<file path="config.mk">
export PLATFORM = sky130hd
export DESIGN_NAME = hpb_blend
export DESIGN_NICKNAME = d
export VERILOG_FILES = /design/src/rtl/hpb_pkg.sv /design/src/rtl/hpb_blend.sv
export SDC_FILE = /design/constraint.sdc
export NUM_CORES = 2
export LEC_CHECK = 0
export BUFFER_PORTS_ARGS = -buffer_cell sky130_fd_sc_hd__buf_2
export CAP_MARGIN = 20
export CORE_UTILIZATION = 50
export CTS_BUF_LIST = sky130_fd_sc_hd__clkbuf_4 sky130_fd_sc_hd__clkbuf_8
export DETAILED_ROUTE_END_ITERATION = 10
export GPL_TIMING_DRIVEN = 0
export PLACE_DENSITY = 0.78
export SYNTH_ARGS = -nofsm -noshare
export SYNTH_HDL_FRONTEND = slang
export SYNTH_SLANG_ARGS = --single-unit
</file>
<file path="constraint.sdc">
create_clock -name i_clk -period 9.77 [get_ports i_clk]
set_input_delay 2.4425 -clock i_clk [delete_from_list [all_inputs] [get_ports i_clk]]
set_output_delay 2.4425 -clock i_clk [all_outputs]
set_load 0.01 [all_outputs]
</file>
<file path="src/rtl/hpb_pkg.sv">
// Shared constants and types for the highlighter pixel blend pipeline.
`default_nettype none
package hpb_pkg;
    // Fixed-point format: FRAC_BITS fraction bits, fraction values span 0..ONE.
    localparam int FRAC_BITS = 16;
    localparam int FW = FRAC_BITS + 1;
    localparam int PW = 2 * FW;
    localparam logic [FW-1:0] ONE = {1'b1, {FRAC_BITS{1'b0}}};

    // Luma weights 0.299, 0.587 and 0.114, rounded to FRAC_BITS.
    localparam int WW = FRAC_BITS;
    localparam longint unsigned W0_L = ((64'd299 << FRAC_BITS) + 64'd500) / 64'd1000;
    localparam longint unsigned W1_L = ((64'd587 << FRAC_BITS) + 64'd500) / 64'd1000;
    localparam longint unsigned W2_L = ((64'd114 << FRAC_BITS) + 64'd500) / 64'd1000;
    localparam logic [WW-1:0] W0 = WW'(W0_L);
    localparam logic [WW-1:0] W1 = WW'(W1_L);
    localparam logic [WW-1:0] W2 = WW'(W2_L);
    localparam int SW = FRAC_BITS + 9;

    // Reciprocal for (n << FRAC_BITS) / 65025, rounded up so the floor is exact.
    localparam int XSH = 33;
    localparam int XRW = FRAC_BITS + 18;
    localparam longint unsigned XR_L = (64'd1 << (FRAC_BITS + XSH)) / 64'd65025 + 64'd1;
    localparam logic [XRW-1:0] XR = XRW'(XR_L);
    localparam int XPW = 16 + XRW;

    // Reciprocal for (alpha << FRAC_BITS) / 255.
    localparam int DSH = 18;
    localparam int DRW = FRAC_BITS + 11;
    localparam longint unsigned DR_L = (64'd1 << (FRAC_BITS + DSH)) / 64'd255 + 64'd1;
    localparam logic [DRW-1:0] DR = DRW'(DR_L);
    localparam int DPW = 8 + DRW;

    // Power stage count (x raised to the 15th takes 14 multiplies).
    localparam int POW_STAGES = 14;

    // Blend numerator width and divider depth.
    localparam int NW = FRAC_BITS + 9;
    localparam int QB = 8;

    // Total latency from accept to result strobe.
    localparam int LATENCY = 3 + POW_STAGES + 2 + QB;

    // Configuration register indexes.
    localparam logic [1:0] REG_BRUSH0 = 2'd0;
    localparam logic [1:0] REG_BRUSH1 = 2'd1;
    localparam logic [1:0] REG_BRUSH2 = 2'd2;

    typedef logic [2:0][7:0] t_bytes;
endpackage
`default_nettype wire

</file>
<file path="src/rtl/hpb_blend.sv">
// Blend stages: destination weight, result alpha and color numerators.
`default_nettype none
module hpb_blend
    import hpb_pkg::*;
(
    input  wire logic          i_clk,
    input  wire logic          i_rst_n,
    input  wire logic          i_valid,
    input  wire t_bytes        i_bytes,
    input  wire t_bytes        i_brush,
    input  wire logic [FW-1:0] i_sa,
    input  wire logic [FW-1:0] i_da,
    output logic               o_valid,
    output logic [2:0][NW-1:0] o_num,
    output logic [FW-1:0]      o_oa,
    output logic [7:0]         o_alpha
);
    logic [1:0]          r_v;
    logic [FW-1:0]       r_d, r_sa, r_oa;
    t_bytes              r_by;
    logic [2:0][NW-1:0]  r_num;
    logic [7:0]          r_alpha;
    logic [PW-1:0]       n_dprod;
    logic [FW-1:0]       n_oa;
    logic [FW+7:0]       n_aprod;
    logic [2:0][NW-1:0]  n_num;

    // Stage D: canvas contribution d = dstA * (1 - srcA).
    assign n_dprod = PW'(i_da) * PW'(ONE - i_sa);

    // Stage E: result alpha and the three weighted color sums.
    always_comb begin
        n_oa    = r_sa + r_d;
        n_aprod = (FW+8)'(n_oa) * (FW+8)'(8'd255);
        for (int k = 0; k < 3; k++) begin
            n_num[k] = NW'(i_brush[k]) * NW'(r_sa) + NW'(r_by[k]) * NW'(r_d);
        end
    end

    always_ff @(posedge i_clk) begin
        if (!i_rst_n) begin
            r_v <= '0;
        end else begin
            r_v <= {r_v[0], i_valid};
        end
    end

    always_ff @(posedge i_clk) begin
        r_d     <= n_dprod[FRAC_BITS+FW-1:FRAC_BITS];
        r_sa    <= i_sa;
        r_by    <= i_bytes;
        r_oa    <= n_oa;
        r_num   <= n_num;
        r_alpha <= n_aprod[FRAC_BITS+7:FRAC_BITS];
    end

    assign o_valid = r_v[1];
    assign o_num   = r_num;
    assign o_oa    = r_oa;
    assign o_alpha = r_alpha;
endmodule
`default_nettype wire

</file>
# Yosys cells after proc, flatten, opt, wreduce, memory -nomap -nowiden
# Index checks and enable logic that the tools add are counted.
# totals
out_inout_bits	101
ff_bits	160
input_bits	85
elab_cells	24
# classes
multipliers	8
add_sub_neg	5
# op_table
op	count
$mul A8 B17 Y25	6
$add A25 B25 Y25	3
$mul A18 B18 Y33	1
$mul A17 B8 Y24 const B	1
$sub A17 B17 Y18 const A	1
$add A17 B17 Y17	1

# Logic depth before layout (Yosys ltp)
# logic_depth
word_depth	2
ltp_mapped	31
mapped_depth_nobuf	29

# Worst setup path after synthesis
# OpenSTA, ideal clock, no wires.
# synth_path
kind	input to register
start	in i_sa[0]
end	reg r_d[16]
slack_ns	0.276
stages	28
required_time_ns	9.642
arrival_time_ns	9.366
path_cell_list	buf_2 > or4_4 > or3_1 > buf_2 > or3_1 > nor4_1 > xnor2_1 > clkbuf_1 > nand2_1 > fa_1 > fa_1 > inv_1 > fa_1 > fa_1 > fa_1 > inv_1 > fa_1 > inv_1 > ha_1 > o21a_1 > o21ai_0 > a21oi_1 > o21ai_0 > a21oi_1 > o21ai_0 > o21ai_0 > mux2i_1 > nand4_1
# synth_via
elab_chain_cells	2
# synth_lines
item	line_no	text
from (decl)	hpb_blend.sv:11	input wire logic [FW-1:0] i_sa,
$sub A17 B17 Y18	hpb_blend.sv:29	assign n_dprod = PW'(i_da) * PW'(ONE - i_sa);
$mul A18 B18 Y33	hpb_blend.sv:29	
net n_dprod[32]	hpb_blend.sv:23	logic [PW-1:0] n_dprod;
to (signal assigned)	hpb_blend.sv:49	r_d <= n_dprod[FRAC_BITS+FW-1:FRAC_BITS];
to (decl)	hpb_blend.sv:19	logic [FW-1:0] r_d, r_sa, r_oa;
# The timed path passes the listed nets, and every way through them passes these cells.
# A chain may end at the register's enable or synchronous reset.

# Worst setup path after layout
# layout_path
start	in i_sa[0]
end	reg r_d[13]
# The elaborated chain is that of the path after synthesis.

==> flow_summary.ini <==
[run_status]
outcome = completed

[global_route]
gr-usage-met3_pct = 4.66
use_met2_pct = 45.1
grt_remaining_overflow = 0
grt_pass1_vias = 32400
grt_pass1_wl_um = 174000
grt_max_degree = 19
grtUsageMet1_pct = 34.6
grt_use_total_pct = 27.6
antenna_found_initial = 12
top_usage_layer = met2

[sta]
period_needed_ns = 9.59
finalClockSkew_ns = 0.0182
setup_viol = 0
worst_slew_pin_slew_ns = 1.03
slew_violations = 0
fmax_mhz = 104
max_slew_margin_pct = 29.8
finalHoldViolCount = 0
final.period_utilization_pct = 98.1

[job]
cap_violations = 0

[synthesis]
synth_nets = 5892
netlist_area_um2 = 41200
synth-seq-cells = 160
synthTopCellsByArea = fa_1 48%, ha_1 12%, inv_1 9.6%, dfxtp_1 7.8%, nand2_1 6.7%
postSynthCellCount = 4447
synth-edff-count = 0
synth_ff_type = dfxtp_1
avgSynthCellArea_um2 = 9.27
synth_cell_types = 62
synth_top_cell_area_share_pct = 47.6
ys_warn_count = 0
yosysSeqAreaShare_pct = 7.77
ys_async_sr_fraction_pct = 0
yosysTopAreaCell = fa_1

[min_path]
min-delay-start = r_v[0]
hold_class = flip-flop to flip-flop

[clock_tree]
cts-root-buf = clkbuf_8
clock_sinks = 160
numCtsBuffers = 17
clk_latency_ns = 0.60
cts_buffer_depth = 2
clk_pin_slew_ns = 0.11
cts_hold_buffers = 0
cts_tree = done
htreeDepth = 4

[floorplan]
coreArea_um2 = 81100
die_w_um = 289
start_util_pct = 50.8
dieHeight_um = 289
fp-row-count = 104
ioPinCount = 186
die-area_um2 = 83600

[detailed_routing]
drc_errors = 0
drt_iter0_markers = 2408
vias = 30700
first_pass_iters = 5
drt.antenna.violating_nets = 0
routed_wl_um = 109000
vias_per_cell = 5.36
wl_per_cell_um = 19.0

[layout]
syn2layout_area_growth_pct = 7.22
nNetsFinal = 6084
instances_no_fill = 5723
drive_gt1_share_pct = 5.76
mostFrequentLayoutCell = inv_1
final_cell_mix = 1,057 x inv_1, 980 x fa_1, 735 x nand2_1

[placed_design]
dpl.hpwl_um = 92300
gp_congestion = 0.972
dp.cells = 5678
numPortBuffers = 171

[setup_path]
end_kind = flip-flop
critPathMaxFanout = 10
crit_arrival_ns = 10.11
startpoint_type = input pin
crit_start = i_sa[0]
cp.required_ns = 10.29
path_common_cell = fa_1
crit_type = input pin to flip-flop
max_stage_delay_ns = 0.51
slowest_stage = fa_1
r2r-start = r_sa[4]
repair_timing:
item / CTS / global route
setup buffers: 0 / 4
hold endpoints to repair: 0 / 0
setup endpoints to repair: 17 / 13
resized for setup: 25 / 52
pin swaps: 0 / 2
state kept, by name, summed over array words and instances, names as in the netlist:
register / count
o_num: 75
r_by: 24
o_oa: 17
r_d: 17
r_sa: 17
o_alpha: 8
r_v: 2
Yosys cell counts (2+ instances only):
library cell,number
a21o_1,28
inv_1,1057
nand2_1,735
fa_1,980
nor4_1,2
o21bai_1,18
nand2b_1,14
o21a_1,14
or4_1,4
dfxtp_1,160
and3_1,15
nor2b_1,9
and4b_1,2
nor3b_1,5
xnor2_1,95
or3_1,4
or2_2,13
o31a_1,3
a21boi_0,5
nor3_1,23
o2111ai_1,2
a31oi_1,5
nor2_1,55
o211ai_1,4
o311ai_0,3
a21oi_1,73
buf_2,2
a211oi_1,6
nand3_1,16
a41oi_1,3
a2111oi_0,6
a31o_2,2
xor2_1,34
a211o_1,2
and2_1,409
o21ai_0,47
buf_1,2
o41ai_1,3
clkbuf_1,175
nand3b_1,3
ha_1,380
nand4_1,9
path summary, 6_finish.rpt:
check	endpoint	slack [ns]	cells past startpoint
setup / recovery	r_d[13]	0.18	29
hold / removal	r_v[1]	0.45	1
setup reg to reg	o_num[48]	1.39	19
hold reg to reg	r_v[1]	0.45	1
metrics by stage:
step | setup WS (ns) | utilization, % | area, um^2 | hold WS, ns | TNS [ns]
floorplan | 0.276 | - | 41200 | 0.412 | 0
global placement | -1.66 | 53.5 | 43400 | 0.416 | -20.53
detailed placement | -1.69 | 53.5 | 43400 | 0.430 | -21.13
CTS | 0.0734 | 54.2 | 43900 | 0.460 | 0
global route | -0.0756 | 54.5 | 44200 | 0.491 | -0.0924
finish | 0.184 | 54.5 | 44200 | 0.450 | 0
final cells by class:
cell class	instances	area, um^2
sequential	160	3200
clock buffer	17	234
multi-input combinational	3051	33600
clock inverter	15	193
timing repair buffer	175	886
tap	1060	1330
antenna	11	27.5
inverter	1057	3970
fill	7132	36900
buffer	177	706
worst max-delay path: cells and delay by family:
kind                       cells  cell delay (ns)
and+or+nand+nor                7             1.81
AOI/OAI and AO/OA              6             1.37
buffers and inverters          7             1.00
adders and majority gates      7             3.06
xor gates and xnor gates       2             0.40
cells by family after synthesis:
| family | count (synthesis) | synth area share, % |
|---|---|---|
| xor gates and xnor gates | 130 | 2.78 |
| muxes | 2 | 0.0516 |
| and+or+nand+nor | 1325 | 15.3 |
| DFF | 160 | 7.77 |
| adders and majority gates | 1360 | 59.2 |
| AOI/OAI and AO/OA | 234 | 3.67 |
| buffers and inverters | 1236 | 11.3 |
routing by layer:
layer	vias to the layer above	part of all wire, %
li1	13400	-
met3	362	8.4
met5	-	0
met4	0	6.5
met1	15500	38
met2	1401	47
Power is left out: the tool's default activity adds up to more than one toggle a clock period on the data nets, which glitch-free logic cannot reach.
