### src/rtl/hpb_pkg.sv
// Shared constants and types for the highlighter pixel blend pipeline.
`default_nettype none
package hpb_pkg;
    // Fixed-point format: FRAC_BITS fraction bits, fraction values span 0..ONE.
    localparam int FRAC_BITS = 16;
    localparam int FW = FRAC_BITS + 1;
    localparam int PW = 2 * FW;
    localparam logic [FW-1:0] ONE = {1'b1, {FRAC_BITS{1'b0}}};

    // Luma weights 0.299, 0.587 and 0.114, rounded to FRAC_BITS.
    localparam int WW = FRAC_BITS;
    localparam longint unsigned W0_L = ((64'd299 << FRAC_BITS) + 64'd500) / 64'd1000;
    localparam longint unsigned W1_L = ((64'd587 << FRAC_BITS) + 64'd500) / 64'd1000;
    localparam longint unsigned W2_L = ((64'd114 << FRAC_BITS) + 64'd500) / 64'd1000;
    localparam logic [WW-1:0] W0 = WW'(W0_L);
    localparam logic [WW-1:0] W1 = WW'(W1_L);
    localparam logic [WW-1:0] W2 = WW'(W2_L);
    localparam int SW = FRAC_BITS + 9;

    // Reciprocal for (n << FRAC_BITS) / 65025, rounded up so the floor is exact.
    localparam int XSH = 33;
    localparam int XRW = FRAC_BITS + 18;
    localparam longint unsigned XR_L = (64'd1 << (FRAC_BITS + XSH)) / 64'd65025 + 64'd1;
    localparam logic [XRW-1:0] XR = XRW'(XR_L);
    localparam int XPW = 16 + XRW;

    // Reciprocal for (alpha << FRAC_BITS) / 255.
    localparam int DSH = 18;
    localparam int DRW = FRAC_BITS + 11;
    localparam longint unsigned DR_L = (64'd1 << (FRAC_BITS + DSH)) / 64'd255 + 64'd1;
    localparam logic [DRW-1:0] DR = DRW'(DR_L);
    localparam int DPW = 8 + DRW;

    // Power stage count (x raised to the 15th takes 14 multiplies).
    localparam int POW_STAGES = 14;

    // Blend numerator width and divider depth.
    localparam int NW = FRAC_BITS + 9;
    localparam int QB = 8;

    // Total latency from accept to result strobe.
    localparam int LATENCY = 3 + POW_STAGES + 2 + QB;

    // Configuration register indexes.
    localparam logic [1:0] REG_BRUSH0 = 2'd0;
    localparam logic [1:0] REG_BRUSH1 = 2'd1;
    localparam logic [1:0] REG_BRUSH2 = 2'd2;

    typedef logic [2:0][7:0] t_bytes;
endpackage
`default_nettype wire

### src/rtl/hpb_div.sv
// Pipelined restoring divider: three color lanes share one divisor, one quotient bit a stage.
`default_nettype none
module hpb_div
    import hpb_pkg::*;
(
    input  wire logic           i_clk,
    input  wire logic           i_rst_n,
    input  wire logic           i_valid,
    input  wire logic [2:0][NW-1:0] i_num,
    input  wire logic [FW-1:0]  i_den,
    input  wire logic [7:0]     i_alpha,
    output logic                o_valid,
    output t_bytes              o_q,
    output logic [7:0]          o_alpha
);
    logic [QB-1:0]       r_v;
    logic [2:0][NW-1:0]  r_rem   [QB];
    t_bytes              r_q     [QB];
    logic [FW-1:0]       r_den   [QB];
    logic [7:0]          r_alpha [QB];
    logic                r_zero  [QB];

    always_ff @(posedge i_clk) begin
        if (!i_rst_n) begin
            r_v <= '0;
        end else begin
            r_v <= {r_v[QB-2:0], i_valid};
        end
    end

    // Stage j settles quotient bit QB-1-j by a compare and subtract.
    for (genvar j = 0; j < QB; j++) begin : g_stage
        logic [2:0][NW-1:0] s_rem, n_rem;
        t_bytes             s_q, n_q;
        logic [FW-1:0]      s_den;
        logic [7:0]         s_alpha;
        logic               s_zero;
        logic [NW-1:0]      s_sh;
        if (j == 0) begin : g_first
            assign s_rem   = i_num;
            assign s_q     = '0;
            assign s_den   = i_den;
            assign s_alpha = i_alpha;
            assign s_zero  = (i_den == '0);
        end else begin : g_next
            assign s_rem   = r_rem[j-1];
            assign s_q     = r_q[j-1];
            assign s_den   = r_den[j-1];
            assign s_alpha = r_alpha[j-1];
            assign s_zero  = r_zero[j-1];
        end
        assign s_sh = NW'(s_den) << (QB - 1 - j);
        always_comb begin
            n_rem = s_rem;
            n_q   = s_q;
            for (int k = 0; k < 3; k++) begin
                if (!s_zero && s_rem[k] >= s_sh) begin
                    n_rem[k]           = s_rem[k] - s_sh;
                    n_q[k][QB - 1 - j] = 1'b1;
                end
            end
        end
        always_ff @(posedge i_clk) begin
            r_rem[j]   <= n_rem;
            r_q[j]     <= n_q;
            r_den[j]   <= s_den;
            r_alpha[j] <= s_alpha;
            r_zero[j]  <= s_zero;
        end
    end

    assign o_valid = r_v[QB-1];
    assign o_q     = r_q[QB-1];
    assign o_alpha = r_alpha[QB-1];
endmodule
`default_nettype wire

### config.mk
export PLATFORM = sky130hd
export DESIGN_NAME = hpb_div
export DESIGN_NICKNAME = d
export VERILOG_FILES = /design/src/rtl/hpb_pkg.sv /design/src/rtl/hpb_div.sv
export SDC_FILE = /design/constraint.sdc
export NUM_CORES = 2
export LEC_CHECK = 0
export ABC_AREA = 1
export BUFFER_PORTS_ARGS = -buffer_cell sky130_fd_sc_hd__buf_2
export CAP_MARGIN = 20
export CORE_AREA = 2 2 300 302
export CTS_CLUSTER_SIZE = 12
export DETAILED_ROUTE_END_ITERATION = 7
export DIE_AREA = 0 0 302 304
export GPL_TIMING_DRIVEN = 1
export PLACE_DENSITY = 0.81
export SLEW_MARGIN = 20
export SYNTH_ARGS = -nofsm -noshare
export SYNTH_HDL_FRONTEND = slang
export SYNTH_SLANG_ARGS = --single-unit
### constraint.sdc
create_clock -name i_clk -period 3.12 [get_ports i_clk]
set_input_delay 0.312 -clock i_clk [delete_from_list [all_inputs] [get_ports i_clk]]
set_output_delay 0.312 -clock i_clk [all_outputs]
set_load 0.01 [all_outputs]
Yosys cells after proc, flatten, opt, wreduce, memory -nomap -nowiden:

Memories as Yosys holds them, arrays and structs flattened.
Index checks and enable logic that the tools add are counted.

* $add $sub $neg: 24
* multipliers: 0
* divide/modulo/power cells: 0
* order comparisons: 24
* equality and inequality tests: 0
* shift-type cells: 0
* multiplexer cells: 48
* bitwise operators: 0
* reduce and logical (&&, ||, !) cells: 33

Operators by type and width (number)
* two-way mux 25 bit: 24
* >= comparator 25 x 17 -> 1 bit: 3
* >= comparator 25 x 18 -> 1 bit: 3
* >= comparator 25 x 19 -> 1 bit: 3
* >= comparator 25 x 20 -> 1 bit: 3
* >= comparator 25 x 21 -> 1 bit: 3
* >= comparator 25 x 22 -> 1 bit: 3
* >= comparator 25 x 23 -> 1 bit: 3
* >= comparator 25 x 24 -> 1 bit: 3
* subtractor 25 x 17 -> 25 bit: 3
* subtractor 25 x 18 -> 25 bit: 3
* subtractor 25 x 19 -> 25 bit: 3
* subtractor 25 x 20 -> 25 bit: 3
* subtractor 25 x 21 -> 25 bit: 3
* subtractor 25 x 22 -> 25 bit: 3
* subtractor 25 x 23 -> 25 bit: 3
* subtractor 25 x 24 -> 25 bit: 3
* logical AND 1 bit: 24
* two-way mux 1 bit: 24
* logical NOT 17 bit: 1
* logical NOT 1 bit: 8

* register bits: 8
* latch bits: 0
* memory bits (writable): 1000
* bits in read-only memories: 0
* input port bits: 103
* output and inout bits: 33
* memories: 5

Memories
* r_rem: depth 8, width 75, read ports 7, clocked after memory_dff 0, wr ports 8, RTL line hpb_div.sv:17 `logic [2:0][NW-1:0] r_rem [QB];`
* r_q: depth 8, width 24, read ports 8, clocked after memory_dff 0, wr ports 8, RTL line hpb_div.sv:18 `t_bytes r_q [QB];`
* r_den: depth 8, width 17, read ports 7, clocked after memory_dff 0, wr ports 8, RTL line hpb_div.sv:19 `logic [FW-1:0] r_den [QB];`
* r_alpha: depth 8, width 8, read ports 8, clocked after memory_dff 0, wr ports 8, RTL line hpb_div.sv:20 `logic [7:0] r_alpha [QB];`
* r_zero: depth 8, width 1, read ports 7, clocked after memory_dff 0, wr ports 8, RTL line hpb_div.sv:21 `logic r_zero [QB];`

Logic depth before layout (Yosys ltp):

* depth after elaboration: 4
* gate-level depth with buffers: 16
* depth with buffers taken out: 15

Worst setup path before layout:

OpenSTA, ideal clock, no wires.

* path type: register to register
* start: memory r_rem[3][3] (netlist name)
* end: memory r_rem[4][20] (netlist name)
* library setup time: 0.112 ns
* arrival time: 1.956 ns
* setup slack: 1.052 ns
* cell stages (with the launch flop): 17
* buffers on the path: 1
* period minus slack after synthesis: 2.068 ns
* cells stage by stage: dfxtp_1 inv_1 ha_1 fa_1 inv_1 nand3_1 nor2_1 inv_1 nand2_1 nand2_1 nand2_1 nand2_1 nand2_1 nand2_1 buf_2 nand2_1 nand2_1

RTL lines (RTL line)
* start, declared: hpb_div.sv:17

==> out/qor.txt <==
Status - finished, final reports clean
Compound-Gate Fraction of Synth Area - 5.10%
Top cells by area, synth - dfxtp_1 31%, nand2_1 25%, ha_1 9.7%
DIE WIDTH - 302 um
Nets - 9,126
Asr flop ratio synth - 0%
Sequential area share after synthesis - 31.5%
Yosys cell types - 45
IO Count - 136
Maximum clock frequency - 338 MHz
PnR worst setup slack - 157 ps
Count leader, synth - nand2_1
Top delay family on crit path - simple AND/OR/NAND/NOR gates
Internal - 31,400 uW
Cells after Synth - 8,312
Critical Path End Type - flip-flop
Hold Vio Cnt, Final - 0
Root Driver - clkbuf_16
Pre-CTS setup slack - 230 ps
Area growth from synthesis to layout - 10.9%
Top_reg_cell synth - dfxtp_1
Largest net degree at the start of global routing - 37
DIE HEIGHT - 304 um
Fraction of layout cells with a size suffix above 1 - 5.86%
Placer Congestion - 1.07
Post-layout util - 65.8%
Final setup fails - 0
Slowest stage delay, CP - 620 ps
Grt ovf - 0
Post-synthesis mux area share - 0%
Critical Path RT - 3680 ps
1st-pass router iterations - 8
Mapped Avg Cell Area - 6.36 um2
Leading area contributor after synthesis - dfxtp_1
Synth Area in Adders - 10.5%
P_leak - 0.0326 uW
# Max-Cap Violations - 0
Total Wirelength - 181 mm
Number of cell rows - 110
Non-Filler Instances - 9,825
Post-synth EDFFs - 0
Pwr dens - 1010 mW/mm2
Startpoint Class - flip-flop
CTS Sinks - 831
TritonCTS clock tree - done
Worst Path Buf+Inv - 2
Unrepaired setup endpoints after global routing - false
Global-route wire length before repair - 277 mm
WP data arrival - 3520 ps
Setup Skew - 22.4 ps
Gate power share - 52.0%
Setup bufs post-CTS - 0
Total GRT Usage - 39.0%
Core outline area - 0.0890 mm2
Slowest stage cell, crit path - dfxtp_1
Max_slew headroom - 43.0%
Top cell type's share of synthesized area - 31.5%
Worst slew pin tran - 853 ps
Commonest cells in the netlist - 3,517 x nand2_1, 1,281 x inv_1, 831 x dfxtp_1, 612 x nor2_1, 472 x nand3_1
Clock power share - 18.7%
Max VDD drop - 0.728 mV
Worst-skew pair later-pin latency - 680 ps
HPWL after DPL - 149 mm
YS warnings - 0
Sequential power share - 29.3%
Combinational family with the most area after synthesis - simple AND/OR/NAND/NOR gates
Avg WL per Cell - 18.4 um
DIE AREA - 0.0918 mm2
Post-CTS sizing - 0
Dpl cells - 9,574
Worst-path maximum fanout - 36
Cell area after synthesis - 0.0529 mm2
Max-slew violation count - 0
Final period util - 95.0%
Setup_tns - 0 ps
Switch share - 46.7%
Drt via density - 5.27
TritonCTS buffer count - 91
Routed vias - 51.8k
H-tree depth - 3
Starting Density - 59.4%
Initial antenna violation count - 1
Syn Nets - 8,844
Total Power - 59,000 uW
Starting DRT DRC Count - 3,889
# DRC - 0
Port bufs - 135
Minimum clock period - 2960 ps
Critical path class - flip-flop to flip-flop
Post-DRT Antenna Nets - 0
Crit-path cells - ha_1 > inv_1 > fa_1 > nand3_1 > nand3_1 > nand3b_1 > nand4_2 > nand2_4 > inv_1 > nand2_1 > nand2_1
Hold WC Path Type - input port to flip-flop
Xor and xnor area share after synthesis - 3.31%
Seq cells post-synth - 831
Max Buffers Root-to-Sink - 3
Vias in the first global route - 50.7k
CTS clock-pin slew for the worst setup and hold paths - 70 ps
Post-synthesis simple-gate area fraction - 39.1%
NetSw - 27,500 uW
## power by group through the flow
stage	Combinational (uW)	Sequential (uW)	Clock [uW]
finish	30700	17300	11000
global route	34700	17400	11600
CTS	30000	17100	11100
detailed placement	29700	17400	0
global placement	29200	17400	0
floorplan	23300	15800	0
## state kept, by name, summed over array words and instances (netlist names)
register  flops
r_alpha      64
r_rem       525
r_q         108
r_v           8
r_zero        7
r_den       119
## stage by stage
step / cell area, um2 / hold WS (ps)
2_1_floorplan: 52900 / 310
3_3_place_gp: 54600 / 310
3_5_place_dp: 54600 / 312
5_1_grt: 58600 / 282
6_report: 58600 / 289
4_1_cts: 58600 / 249
## metal layers
layer  up-vias  GRT usage [%]  wire [um]
met2      1997           68.4      86200
met4         0           37.4      20400
met1     23000           39.8      64300
met3       649           4.86       9770
li1      26200              -          -
met5         -              0          0
## cells in the final DEF (no fill, tap or decap), drive strengths merged, types with 2 or more instances in the layout
cell / count
clkinvlp: 7
nor2: 661
buf: 171
nor3: 70
nand3b: 67
nand2b: 3
xnor2: 67
o21bai: 40
nand3: 475
nor3b: 2
a21oi: 277
bufinv: 12
dfxtp: 831
o21ai: 121
nor4: 11
xor2: 133
o211ai: 5
and2: 17
o21a: 5
inv: 1293
nand4: 124
clkinv: 14
a21o: 4
or2: 6
fa: 21
dlygate4sd3: 103
ha: 408
clkbuf: 114
nand2: 3584
## final timing paths
check | end | start | cells after the start | slack, ps
worst max register to register | r_rem[2][31] | r_den[1][0] | 11 | 160
worst min register to register | r_alpha[1][9] | r_alpha[1][1] | 0 | 320
worst min-delay path | r_rem[0][31] | i_num[31] | 2 | 290
worst max-delay path | r_rem[2][31] | r_den[1][0] | 11 | 160
## worst reg2reg max path: stages (launching register included)
cell and delay (ps):
dfxtp_1 620, ha_1 240, inv_1 90, fa_1 480, nand3_1 130, nand3_1 210
nand3b_1 190, nand4_2 180, nand2_4 340, inv_1 230, nand2_1 100, nand2_1 50
## cell families after synthesis
logic type | Yosys count
AND/OR/NAND/NOR | 5021
buffers and inverters | 1378
flip-flops | 831
AO/OA/AOI/OAI | 453
adder cells (fa/ha/maj) | 429
XOR/XNOR | 200
## final cells by class
class	instances	area (um2)
Multi-Input combinational cell	6103	30600
Fill cell	8098	30400
Sequential cell	831	16600
Inverter	1293	4850
Clock buffer	114	2480
Timing Repair Buffer	274	1990
Tap cell	1176	1470
Clock inverter	33	539
Antenna cell	1	2.50
## repair_timing
item | CTS | global route
hold endpoints to repair | 109 | 0
endpoints found under the setup margin | 0 | 0
hold buffers | 103 | 0
Power figures use the tool's default switching activity.
