[src/rtl/hpb_pkg.sv]
// Shared constants and types for the highlighter pixel blend pipeline.
`default_nettype none
package hpb_pkg;
    // Fixed-point format: FRAC_BITS fraction bits, fraction values span 0..ONE.
    localparam int FRAC_BITS = 16;
    localparam int FW = FRAC_BITS + 1;
    localparam int PW = 2 * FW;
    localparam logic [FW-1:0] ONE = {1'b1, {FRAC_BITS{1'b0}}};

    // Luma weights 0.299, 0.587 and 0.114, rounded to FRAC_BITS.
    localparam int WW = FRAC_BITS;
    localparam longint unsigned W0_L = ((64'd299 << FRAC_BITS) + 64'd500) / 64'd1000;
    localparam longint unsigned W1_L = ((64'd587 << FRAC_BITS) + 64'd500) / 64'd1000;
    localparam longint unsigned W2_L = ((64'd114 << FRAC_BITS) + 64'd500) / 64'd1000;
    localparam logic [WW-1:0] W0 = WW'(W0_L);
    localparam logic [WW-1:0] W1 = WW'(W1_L);
    localparam logic [WW-1:0] W2 = WW'(W2_L);
    localparam int SW = FRAC_BITS + 9;

    // Reciprocal for (n << FRAC_BITS) / 65025, rounded up so the floor is exact.
    localparam int XSH = 33;
    localparam int XRW = FRAC_BITS + 18;
    localparam longint unsigned XR_L = (64'd1 << (FRAC_BITS + XSH)) / 64'd65025 + 64'd1;
    localparam logic [XRW-1:0] XR = XRW'(XR_L);
    localparam int XPW = 16 + XRW;

    // Reciprocal for (alpha << FRAC_BITS) / 255.
    localparam int DSH = 18;
    localparam int DRW = FRAC_BITS + 11;
    localparam longint unsigned DR_L = (64'd1 << (FRAC_BITS + DSH)) / 64'd255 + 64'd1;
    localparam logic [DRW-1:0] DR = DRW'(DR_L);
    localparam int DPW = 8 + DRW;

    // Power stage count (x raised to the 15th takes 14 multiplies).
    localparam int POW_STAGES = 14;

    // Blend numerator width and divider depth.
    localparam int NW = FRAC_BITS + 9;
    localparam int QB = 8;

    // Total latency from accept to result strobe.
    localparam int LATENCY = 3 + POW_STAGES + 2 + QB;

    // Configuration register indexes.
    localparam logic [1:0] REG_BRUSH0 = 2'd0;
    localparam logic [1:0] REG_BRUSH1 = 2'd1;
    localparam logic [1:0] REG_BRUSH2 = 2'd2;

    typedef logic [2:0][7:0] t_bytes;
endpackage
`default_nettype wire

[src/rtl/hpb_front.sv]
// Front stages: luma, source coverage and destination alpha.
`default_nettype none
module hpb_front
    import hpb_pkg::*;
(
    input  wire logic          i_clk,
    input  wire logic          i_rst_n,
    input  wire logic          i_valid,
    input  wire t_bytes        i_bytes,
    input  wire logic [7:0]    i_ca,
    input  wire logic [7:0]    i_ma,
    output logic               o_valid,
    output t_bytes             o_bytes,
    output logic [FW-1:0]      o_x,
    output logic [FW-1:0]      o_da
);
    logic [SW-1:0]  n_sum;
    logic [8:0]     n_yw;
    logic [7:0]     n_y;
    logic [DPW-1:0] n_dprod;
    logic [XPW-1:0] n_xprod;

    logic [2:0]     r_v;
    logic [7:0]     r_a_y, r_a_ca, r_a_ma;
    t_bytes         r_a_by, r_b_by, r_c_by;
    logic [15:0]    r_b_n;
    logic [FW-1:0]  r_b_da, r_c_da, r_c_x;

    // Stage A: weighted luma sum, clamped to 255.
    always_comb begin
        n_sum = SW'(W0) * SW'(i_bytes[0]) + SW'(W1) * SW'(i_bytes[1])
              + SW'(W2) * SW'(i_bytes[2]);
        n_yw  = n_sum[SW-1:FRAC_BITS];
        n_y   = (n_yw > 9'd255) ? 8'd255 : n_yw[7:0];
    end

    // Stage B products and stage C reciprocal multiply.
    assign n_dprod = DPW'(r_a_ca) * DPW'(DR);
    assign n_xprod = XPW'(r_b_n) * XPW'(XR);

    always_ff @(posedge i_clk) begin
        if (!i_rst_n) begin
            r_v <= '0;
        end else begin
            r_v <= {r_v[1:0], i_valid};
        end
    end

    always_ff @(posedge i_clk) begin
        r_a_y  <= n_y;
        r_a_ca <= i_ca;
        r_a_ma <= i_ma;
        r_a_by <= i_bytes;
        r_b_n  <= 16'(r_a_y) * 16'(r_a_ma);
        r_b_da <= n_dprod[DSH+FW-1:DSH];
        r_b_by <= r_a_by;
        r_c_x  <= n_xprod[XSH+FW-1:XSH];
        r_c_da <= r_b_da;
        r_c_by <= r_b_by;
    end

    assign o_valid = r_v[2];
    assign o_bytes = r_c_by;
    assign o_x     = r_c_x;
    assign o_da    = r_c_da;
endmodule
`default_nettype wire

[config.mk]
export PLATFORM = sky130hd
export DESIGN_NAME = hpb_front
export DESIGN_NICKNAME = d
export VERILOG_FILES = /design/src/rtl/hpb_pkg.sv /design/src/rtl/hpb_front.sv
export SDC_FILE = /design/constraint.sdc
export NUM_CORES = 1
export LEC_CHECK = 0
export BUFFER_PORTS_ARGS = -buffer_cell sky130_fd_sc_hd__buf_2
export CORE_ASPECT_RATIO = 1.2
export CORE_MARGIN = 1.5
export CORE_UTILIZATION = 30
export DETAILED_ROUTE_END_ITERATION = 8
export PLACE_DENSITY = 0.46
export SYNTH_ARGS = -nofsm -noshare
export SYNTH_HDL_FRONTEND = slang
export SYNTH_SLANG_ARGS = --single-unit
[constraint.sdc]
create_clock -name i_clk -period 9.5 [get_ports i_clk]
set_input_delay 0.95 -clock i_clk [delete_from_list [all_inputs] [get_ports i_clk]]
set_output_delay 0.95 -clock i_clk [all_outputs]
set_load 0.005 [all_outputs]
Word level (Yosys, flattened, before mapping)
Index checks and enable logic that the tools add are counted.

Output and inout bits: 59. Word-level logic and storage cells: 26. Bits in registers: 166.

Add/sub/neg operators: 2. Order comparisons: 1. Multipliers: 6.

Operators with widths (count): $mul A16 B34 Y50 const B (1); $mul A15 B8 Y23 const A (2); $mul A8 B27 Y35 const B (1); $add A23 B24 Y25 (1); $add A25 B21 Y25 (1); $mul A13 B8 Y21 const A (1); $mul A8 B8 Y16 (1); $gt A9 B8 Y1 const B (1).

Depth between registers and ports, before layout
Gate-level depths: netlist of the first run.

Word-level depth: 4. Depth in mapped cells: 28. Mapped depth without buffers: 28.

Least setup slack after synthesis of the first run
OpenSTA, ideal clock, no wires.

Kind: input to register. From: in i_bytes[13] (netlist name). To: reg r_a_y[7]. Setup slack: 2368 ps. Arrival time: 7005 ps. Data required time: 9373 ps. Cell stages on the path: 26. Cell sequence: ha_1 inv_1 fa_1 fa_1 inv_1 ha_1 and3_1 a221o_1 a21oi_2 o21bai_1 a21oi_1 xnor2_1 ha_1 ha_1 inv_1 fa_1 fa_1 inv_1 ha_1 a21o_1 a21o_1 a21o_1 o31ai_4 a31oi_2 a21o_1 or3_1.

Longest elaborated chain between the ends: 4.

Ends and longest elaborated chain: start, declared (line hpb_front.sv:9) `input wire t_bytes i_bytes,`; $mul A15 B8 Y23 * (line hpb_front.sv:31) `n_sum = SW'(W0) * SW'(i_bytes[0]) + SW'(W1) * SW'(i_bytes[1])`; $add A23 B24 Y25 * (line hpb_front.sv:31); $add A25 B21 Y25 * (line hpb_front.sv:32) `+ SW'(W2) * SW'(i_bytes[2]);`; $gt A9 B8 Y1 (line hpb_front.sv:34) `n_y = (n_yw > 9'd255) ? 8'd255 : n_yw[7:0];`; end signal, assigned (line hpb_front.sv:50) `r_a_y <= n_y;`; end, declared (line hpb_front.sv:24) `logic [7:0] r_a_y, r_a_ca, r_a_ma;`.

Every way passes the cells marked *; elsewhere a longest branch is shown, timed or not. A chain may end at the register's enable or synchronous reset.

Worst setup path in the final report of the first run
From: in i_bytes[14] (netlist name). To: reg r_a_y[1].

Same word-level chain as after synthesis.

==> summary.md, run 1 <==
| Metric | Value |
|---|---|
| Status | `complete, no violations` |
| Most used routing layer | `met2` |
| GR Util met2 | `29.7%` |
| CTS buffer count | `17` |
| Mapped Area | `16400 µm²` |
| Final Wtd Congestion | `0.839` |
| Final worst path period share | `76.6%` |
| Yosys top cell by area | `ha_1` |
| Met1 usage | `14.7%` |
| Total track usage | `between 10% and 20%` |
| CTS tree | `yes` |
| Site Rows | `93` |
| Rel. slew slack | `58.2%` |
| Final hold viol count | `0` |
| Crit path kind | `in2reg` |
| Vias in the first global route | `about 12000` |
| Crit start category | `input pin` |
| Worst setup EP type | `flip-flop` |
| Worst Tran Pin Value | `0.627 ns` |
| Crit path DAT | `7.63 ns` |
| DIE WIDTH | `216 µm` |
| Core Box Area | `about 54000 µm²` |
| DRT Pass-1 Iters | `4` |
| Reg-to-reg slack, setup | `4.00 ns` |
| Clock Tree Buf Depth | `2` |
| CP Max Fanout | `8` |
| Max Clock Freq | `0.137 GHz` |
| First DRT Iteration DRCs | `290` |
| Clock Latency Late Sink | `0.48 ns` |
| R2R Path End | `o_x[14]` |
| Resized Gates After CTS | `0` |
| Yosys warnings | `0` |
| Routed wire length | `37500 µm` |
| RSZ-0062 raised after global routing | `no` |
| Met3 GRT Util | `2.20%` |
| Post-route setup slack | `2.22 ns` |
| Hold Path Cell Cnt | `0` |
| Largest net degree at the start of global routing | `21` |
| Total grt overflow | `0` |
| H-tree lvl count | `4` |
| Max-cap violations | `0` |
| Synth Net Count | `2214` |
| Antenna violations before repair | `0` |
| Starting Density | `a little under a third` |
| # fillers | `5551` |
| Final setup TNS | `0 ns` |
| Clk sinks | `164` |
| Mean Syn Cell Area | `10.3 µm²` |
| Synth area leaders | `ha_1 30%, fa_1 24%, dfxtp_1 20%` |
| Setup bufs post-CTS | `0` |
| Cell variety after synth | `65` |
| Die Y | `approximately 260 µm` |
| Min cycle time layout | `7.28 ns` |
| Post-synth top area share | `30.0%` |
| DP HPWL | `roughly 33000 µm` |
| Max Slew Vio Count | `0` |
| Antenna cells | `0` |
| Post-DRT Antenna Nets | `0` |
| Post-Synthesis Cells | `about 1600` |
| First-pass GRT wire length | `61300 µm` |
| HP Start | `r_b_by[23]` |
| Ys async rst share | `0%` |
| Worst Hold Path EP | `o_bytes[23]` |
| Hold-fix buffers, CTS | `0` |
| CP required | `9.85 ns` |
| Buffers on Ports | `101` |
| CTS Root Cell | `clkbuf_16` |
| Net count, final | `2331` |
| Clock slew seen by the registers of the worst setup and hold paths | `0.07 ns` |
| Drt drc | `0` |
| Register-to-Register Path Depth | `17` |
| Register area share after synthesis | `between 20% and 30%` |
| Reg2reg start | `r_b_n[13]` |
| Pre-CTS WS | `~1.7 ns` |
| Via density | `4.42` |
| Final setup fails | `0` |
| Setup Skew | `0.0215 ns` |
| IO Count | `102` |
| Via count | `10717` |
| Detailed-route wire length per cell | `15.5 µm` |
| Worst Hold Class | `reg2reg` |
| Fraction of layout cells with a size suffix above 1 | `a little under a tenth` |
| Yosys reg bits | `164` |
| Number of synthesized flops with an enable pin | `0` |
| Die area | `56000 µm²` |
| Syn-to-layout area delta | `12.3%` |
| Primary FF master, synth | `dfxtp_1` |
-- layer usage --
layer,vias up,wire length [µm],share of wire (%)
li1,5335,-,-
met1,5285,14500,38
met2,74,22000,59
met3,23,602,1.6
met4,0,444,1.2
met5,-,0,0
-- how the worst max path moves through the flow --
stage / slack, ns / cells past startpoint / start / to
floorplan: 2.37 / 26 / i_bytes[13] / r_a_y[7]
global placement: 1.80 / 28 / i_bytes[14] / r_a_y[0]
detailed placement: 1.72 / 27 / i_bytes[14] / r_a_y[1]
CTS: 2.22 / 27 / i_bytes[14] / r_a_y[1]
global route: 1.88 / 27 / i_bytes[14] / r_a_y[5]
finish: 2.22 / 27 / i_bytes[14] / r_a_y[1]
-- flip-flops by register name, indices dropped and copies added (netlist names) --
register,flops
r_b_da,16
o_x,17
o_da,16
r_a_ma,8
r_v,3
r_a_y,8
o_bytes,24
r_a_ca,8
r_a_by,24
r_b_n,16
r_b_by,24
-- layout by cell type (no fill, tap or decap), drive strengths merged, types with 13 or more instances in the layout --
cell | synthesis | routed
a21o | 23 | 23
a21oi | 54 | 54
and2 | 69 | 69
buf | 2 | 101
clkbuf | 1 | 17
dfxtp | 164 | 164
fa | 193 | 193
ha | 393 | 393
inv | 389 | 395
nand2 | 59 | 59
nand3 | 17 | 17
nor2 | 29 | 29
nor3 | 13 | 13
o21ai | 22 | 22
xnor2 | 34 | 34
xor2 | 15 | 15
-- critical path, stage by stage --
cell and delay [ns]:
buf_2 0.21, inv_1 0.07, ha_1 0.21, ha_1 0.17
or2_2 0.28, fa_1 0.42, fa_1 0.46, ha_1 0.34
nand2_1 0.08, nor2_1 0.16, a21boi_1 0.23, nor2_1 0.08
xnor2_1 0.17, fa_1 0.46, fa_1 0.51, inv_1 0.05
fa_1 0.47, fa_1 0.55, inv_1 0.05, ha_1 0.30
a21o_1 0.16, a21o_1 0.22, o31ai_4 0.31, a31oi_2 0.17
a21o_1 0.22, a21oi_2 0.25, nand2_1 0.08
-- Yosys cell counts (all sizes together), types with 4 or more instances --
cell       n
nor3      13
ha       393
and2      69
nor2b      4
xor2      15
or3        4
nand4      5
a21o      23
a211oi     6
a2111oi    5
o21ai     22
dfxtp    164
a21boi     5
nand2     59
a31oi      7
or2        5
fa       193
o211ai     5
nand3     17
o21bai     7
xnor2     34
inv      389
and3       8
o41ai      4
a21oi     54
and4       4
nor2      29
-- final cells by class --
| class | count | area, µm² | share of cell area, % |
|---|---|---|---|
| tap | 712 | 891 | 4.85 |
| clock buffer | 17 | 425 | 2.31 |
| inverter | 389 | 1460 | 7.94 |
| multi-input combinational | 1029 | 11600 | 63.2 |
| sequential | 164 | 3280 | 17.9 |
| clock inverter | 15 | 204 | 1.11 |
| timing repair buffer | 101 | 505 | 2.75 |
-- stage by stage --
step | area [µm²] | instances | hold WS, ns | utilization, %
floorplan | 16400 | 1585 | 0.310 | -
global placement | 17800 | 2395 | 0.311 | 33.0
detailed placement | 17800 | 2395 | 0.312 | 33.0
CTS | 18400 | 2427 | 0.327 | 34.2
global route | 18400 | 2427 | 0.332 | 34.2
finish | 18400 | 2427 | 0.328 | 34.2
-- kinds of logic (layout without fill, tap and decap cells) --
logic type      Yosys count  after routing  synth area share (%)
fa+ha+maj               586            586                  53.6
buf+inv                 392            522                  9.02
simple gates            228            228                  7.27
compound gates          166            166                  7.41
flops                   164            164                  20.1
xor+xnor                 49             49                  2.62
Power of run 1 is left out: the tool's default activity adds up to more than one toggle a clock period on the data nets, which glitch-free logic cannot reach.
==> run 2: changes to the inputs <==
==> constraint.sdc (replaced) <==
create_clock -name i_clk -period 7.1 [get_ports i_clk]
set_input_delay 0.71 -clock i_clk [delete_from_list [all_inputs] [get_ports i_clk]]
set_output_delay 0.71 -clock i_clk [all_outputs]
set_load 0.005 [all_outputs]
==> run 2 against run 1 <==
  * Design area rose by 2.2%
  * Hold slack worse by 0.0018 ns
  * Cell count is 2.0% higher
  * Routed wire length grew 0.76%
  * Critical path type unchanged
  * Largest cell class unchanged
==> summary.md, run 2 (synthesis gave the netlist of run 1 again) <==
| Metric | Value |
|---|---|
| Status | `complete, no violations` |
| Reg-to-reg slack, setup | `~1.6 ns` |
| Clock Latency Late Sink | `0.47 ns` |
| Via count | `10850` |
| CTS Root Cell | `clkbuf_16` |
| Worst Tran Pin Value | `0.644 ns` |
| Min cycle time layout | `6.78 ns` |
| Post-DRT Antenna Nets | `0` |
| GR Util met2 | `29.9%` |
| Worst Hold Class | `reg2reg` |
| Syn-to-layout area delta | `14.7%` |
| Clock Tree Buf Depth | `2` |
| Largest stage delay, worst path | `0.55 ns` |
| Slowest stage cell, crit path | `fa_1` |
| Detailed-route wire length per cell | `15.3 µm` |
| Post-route cell area | `18800 µm²` |
| Die area | `about 56000 µm²` |
| Crit path DAT | `roughly 7.1 ns` |
| H-tree lvl count | `4` |
| CTS buffer count | `17` |
| Buffers on Ports | `101` |
| First DRT Iteration DRCs | `253` |
| Rel. slew slack | `57.0%` |
| Final setup fails | `0` |
| Final worst path period share | `a little over nine tenths` |
| Most used routing layer | `met2` |
| Vias in the first global route | `between 10000 and 15000` |
| Net count, final | `2379` |
| Site Rows | `93` |
| Setup Skew | `0.0146 ns` |
| Antenna cells | `0` |
| Final setup TNS | `0 ns` |
| Max-cap violations | `0` |
| Final hold viol count | `0` |
| Drt drc | `0` |
| DP HPWL | `33100 µm` |
| CP Max Fanout | `3` |
| Crit start category | `input pin` |
| Inst Count DP | `2442` |
| Via density | `approximately 4.4` |
| DIE WIDTH | `216 µm` |
| Max Slew Vio Count | `0` |
| DRT Pass-1 Iters | `4` |
| Antenna violations before repair | `0` |
| Met1 usage | `14.9%` |
| Total grt overflow | `0` |
| Max Clock Freq | `0.147 GHz` |
| Util after Layout | `34.9%` |
| Final Wtd Congestion | `0.831` |
| Total track usage | `14.6%` |
| CP required | `7.45 ns` |
| Largest net degree at the start of global routing | `19` |
| IO Count | `between 100 and 150` |
| Worst setup EP type | `flip-flop` |
| Die Y | `~260 µm` |
| First-pass GRT wire length | `62600 µm` |
| CP dominant cell by count | `fa_1` |
| Placed Area | `between 15000 and 20000 µm²` |
| Hold-fix buffers, CTS | `0` |
| Clk sinks | `164` |
| CTS tree | `yes` |
| Crit path kind | `in2reg` |
| Most common cell after layout, fill and taps aside | `ha_1` |
| Most frequent cells in the layout | `393 x ha_1, 388 x inv_1, 192 x fa_1` |
| Routed wire length | `37800 µm` |
| Fraction of layout cells with a size suffix above 1 | `approximately an eighth` |
| Core Box Area | `53800 µm²` |
| Starting Density | `30.5%` |
| Fin cells | `2475` |
| Met3 GRT Util | `under 10%` |
| Clock slew seen by the registers of the worst setup and hold paths | `about 0.070 ns` |
[run 2: timing repair]
action,4_1_cts,5_1_grt
setup endpoints to repair,0,8
buffers inserted,0,1
resized for setup,0,8
[run 2: worst paths after layout]
kind | depth (start not counted) | start | end
setup / recovery | 27 | i_bytes[13] | r_a_y[7]
hold / removal | 0 | r_b_by[23] | o_bytes[23]
setup reg to reg | 17 | r_b_n[13] | o_x[14]
hold reg to reg | 0 | r_b_by[23] | o_bytes[23]
[run 2: layer usage]
metal | up-vias | share of wire (%)
met5 | - | 0
met4 | 0 | 1.6
met3 | 27 | 1.9
met2 | 83 | 59
met1 | 5304 | 38
li1 | 5436 | -
[run 2: area by class of cell]
type                       instances  area, µm²
multi-input combinational       1029      11600
clock buffer                      18        439
fill                            5525      35000
inverter                         389       1460
tap                              712        891
sequential                       164       3280
clock inverter                    14        201
timing repair buffer             149        866
[run 2: through the flow]
stage | setup slack, ns | hold WS [ns]
final | 0.315 | 0.326
after global routing | -0.00276 | 0.298
after CTS | 0.191 | 0.283
after detailed placement | -0.299 | 0.312
after global placement | -0.231 | 0.310
after floorplan | 0.208 | 0.310
[run 2: worst max-delay path, delay by kind of cell]
kind,cells,cell delay [ns]
adders and majority gates,9,3.72
xor gates and xnor gates,1,0.15
buffers and inverters,7,0.53
AOI/OAI and AO/OA,6,1.30
and+or+nand+nor,4,0.72
Power of run 2 is left out for the same reason.
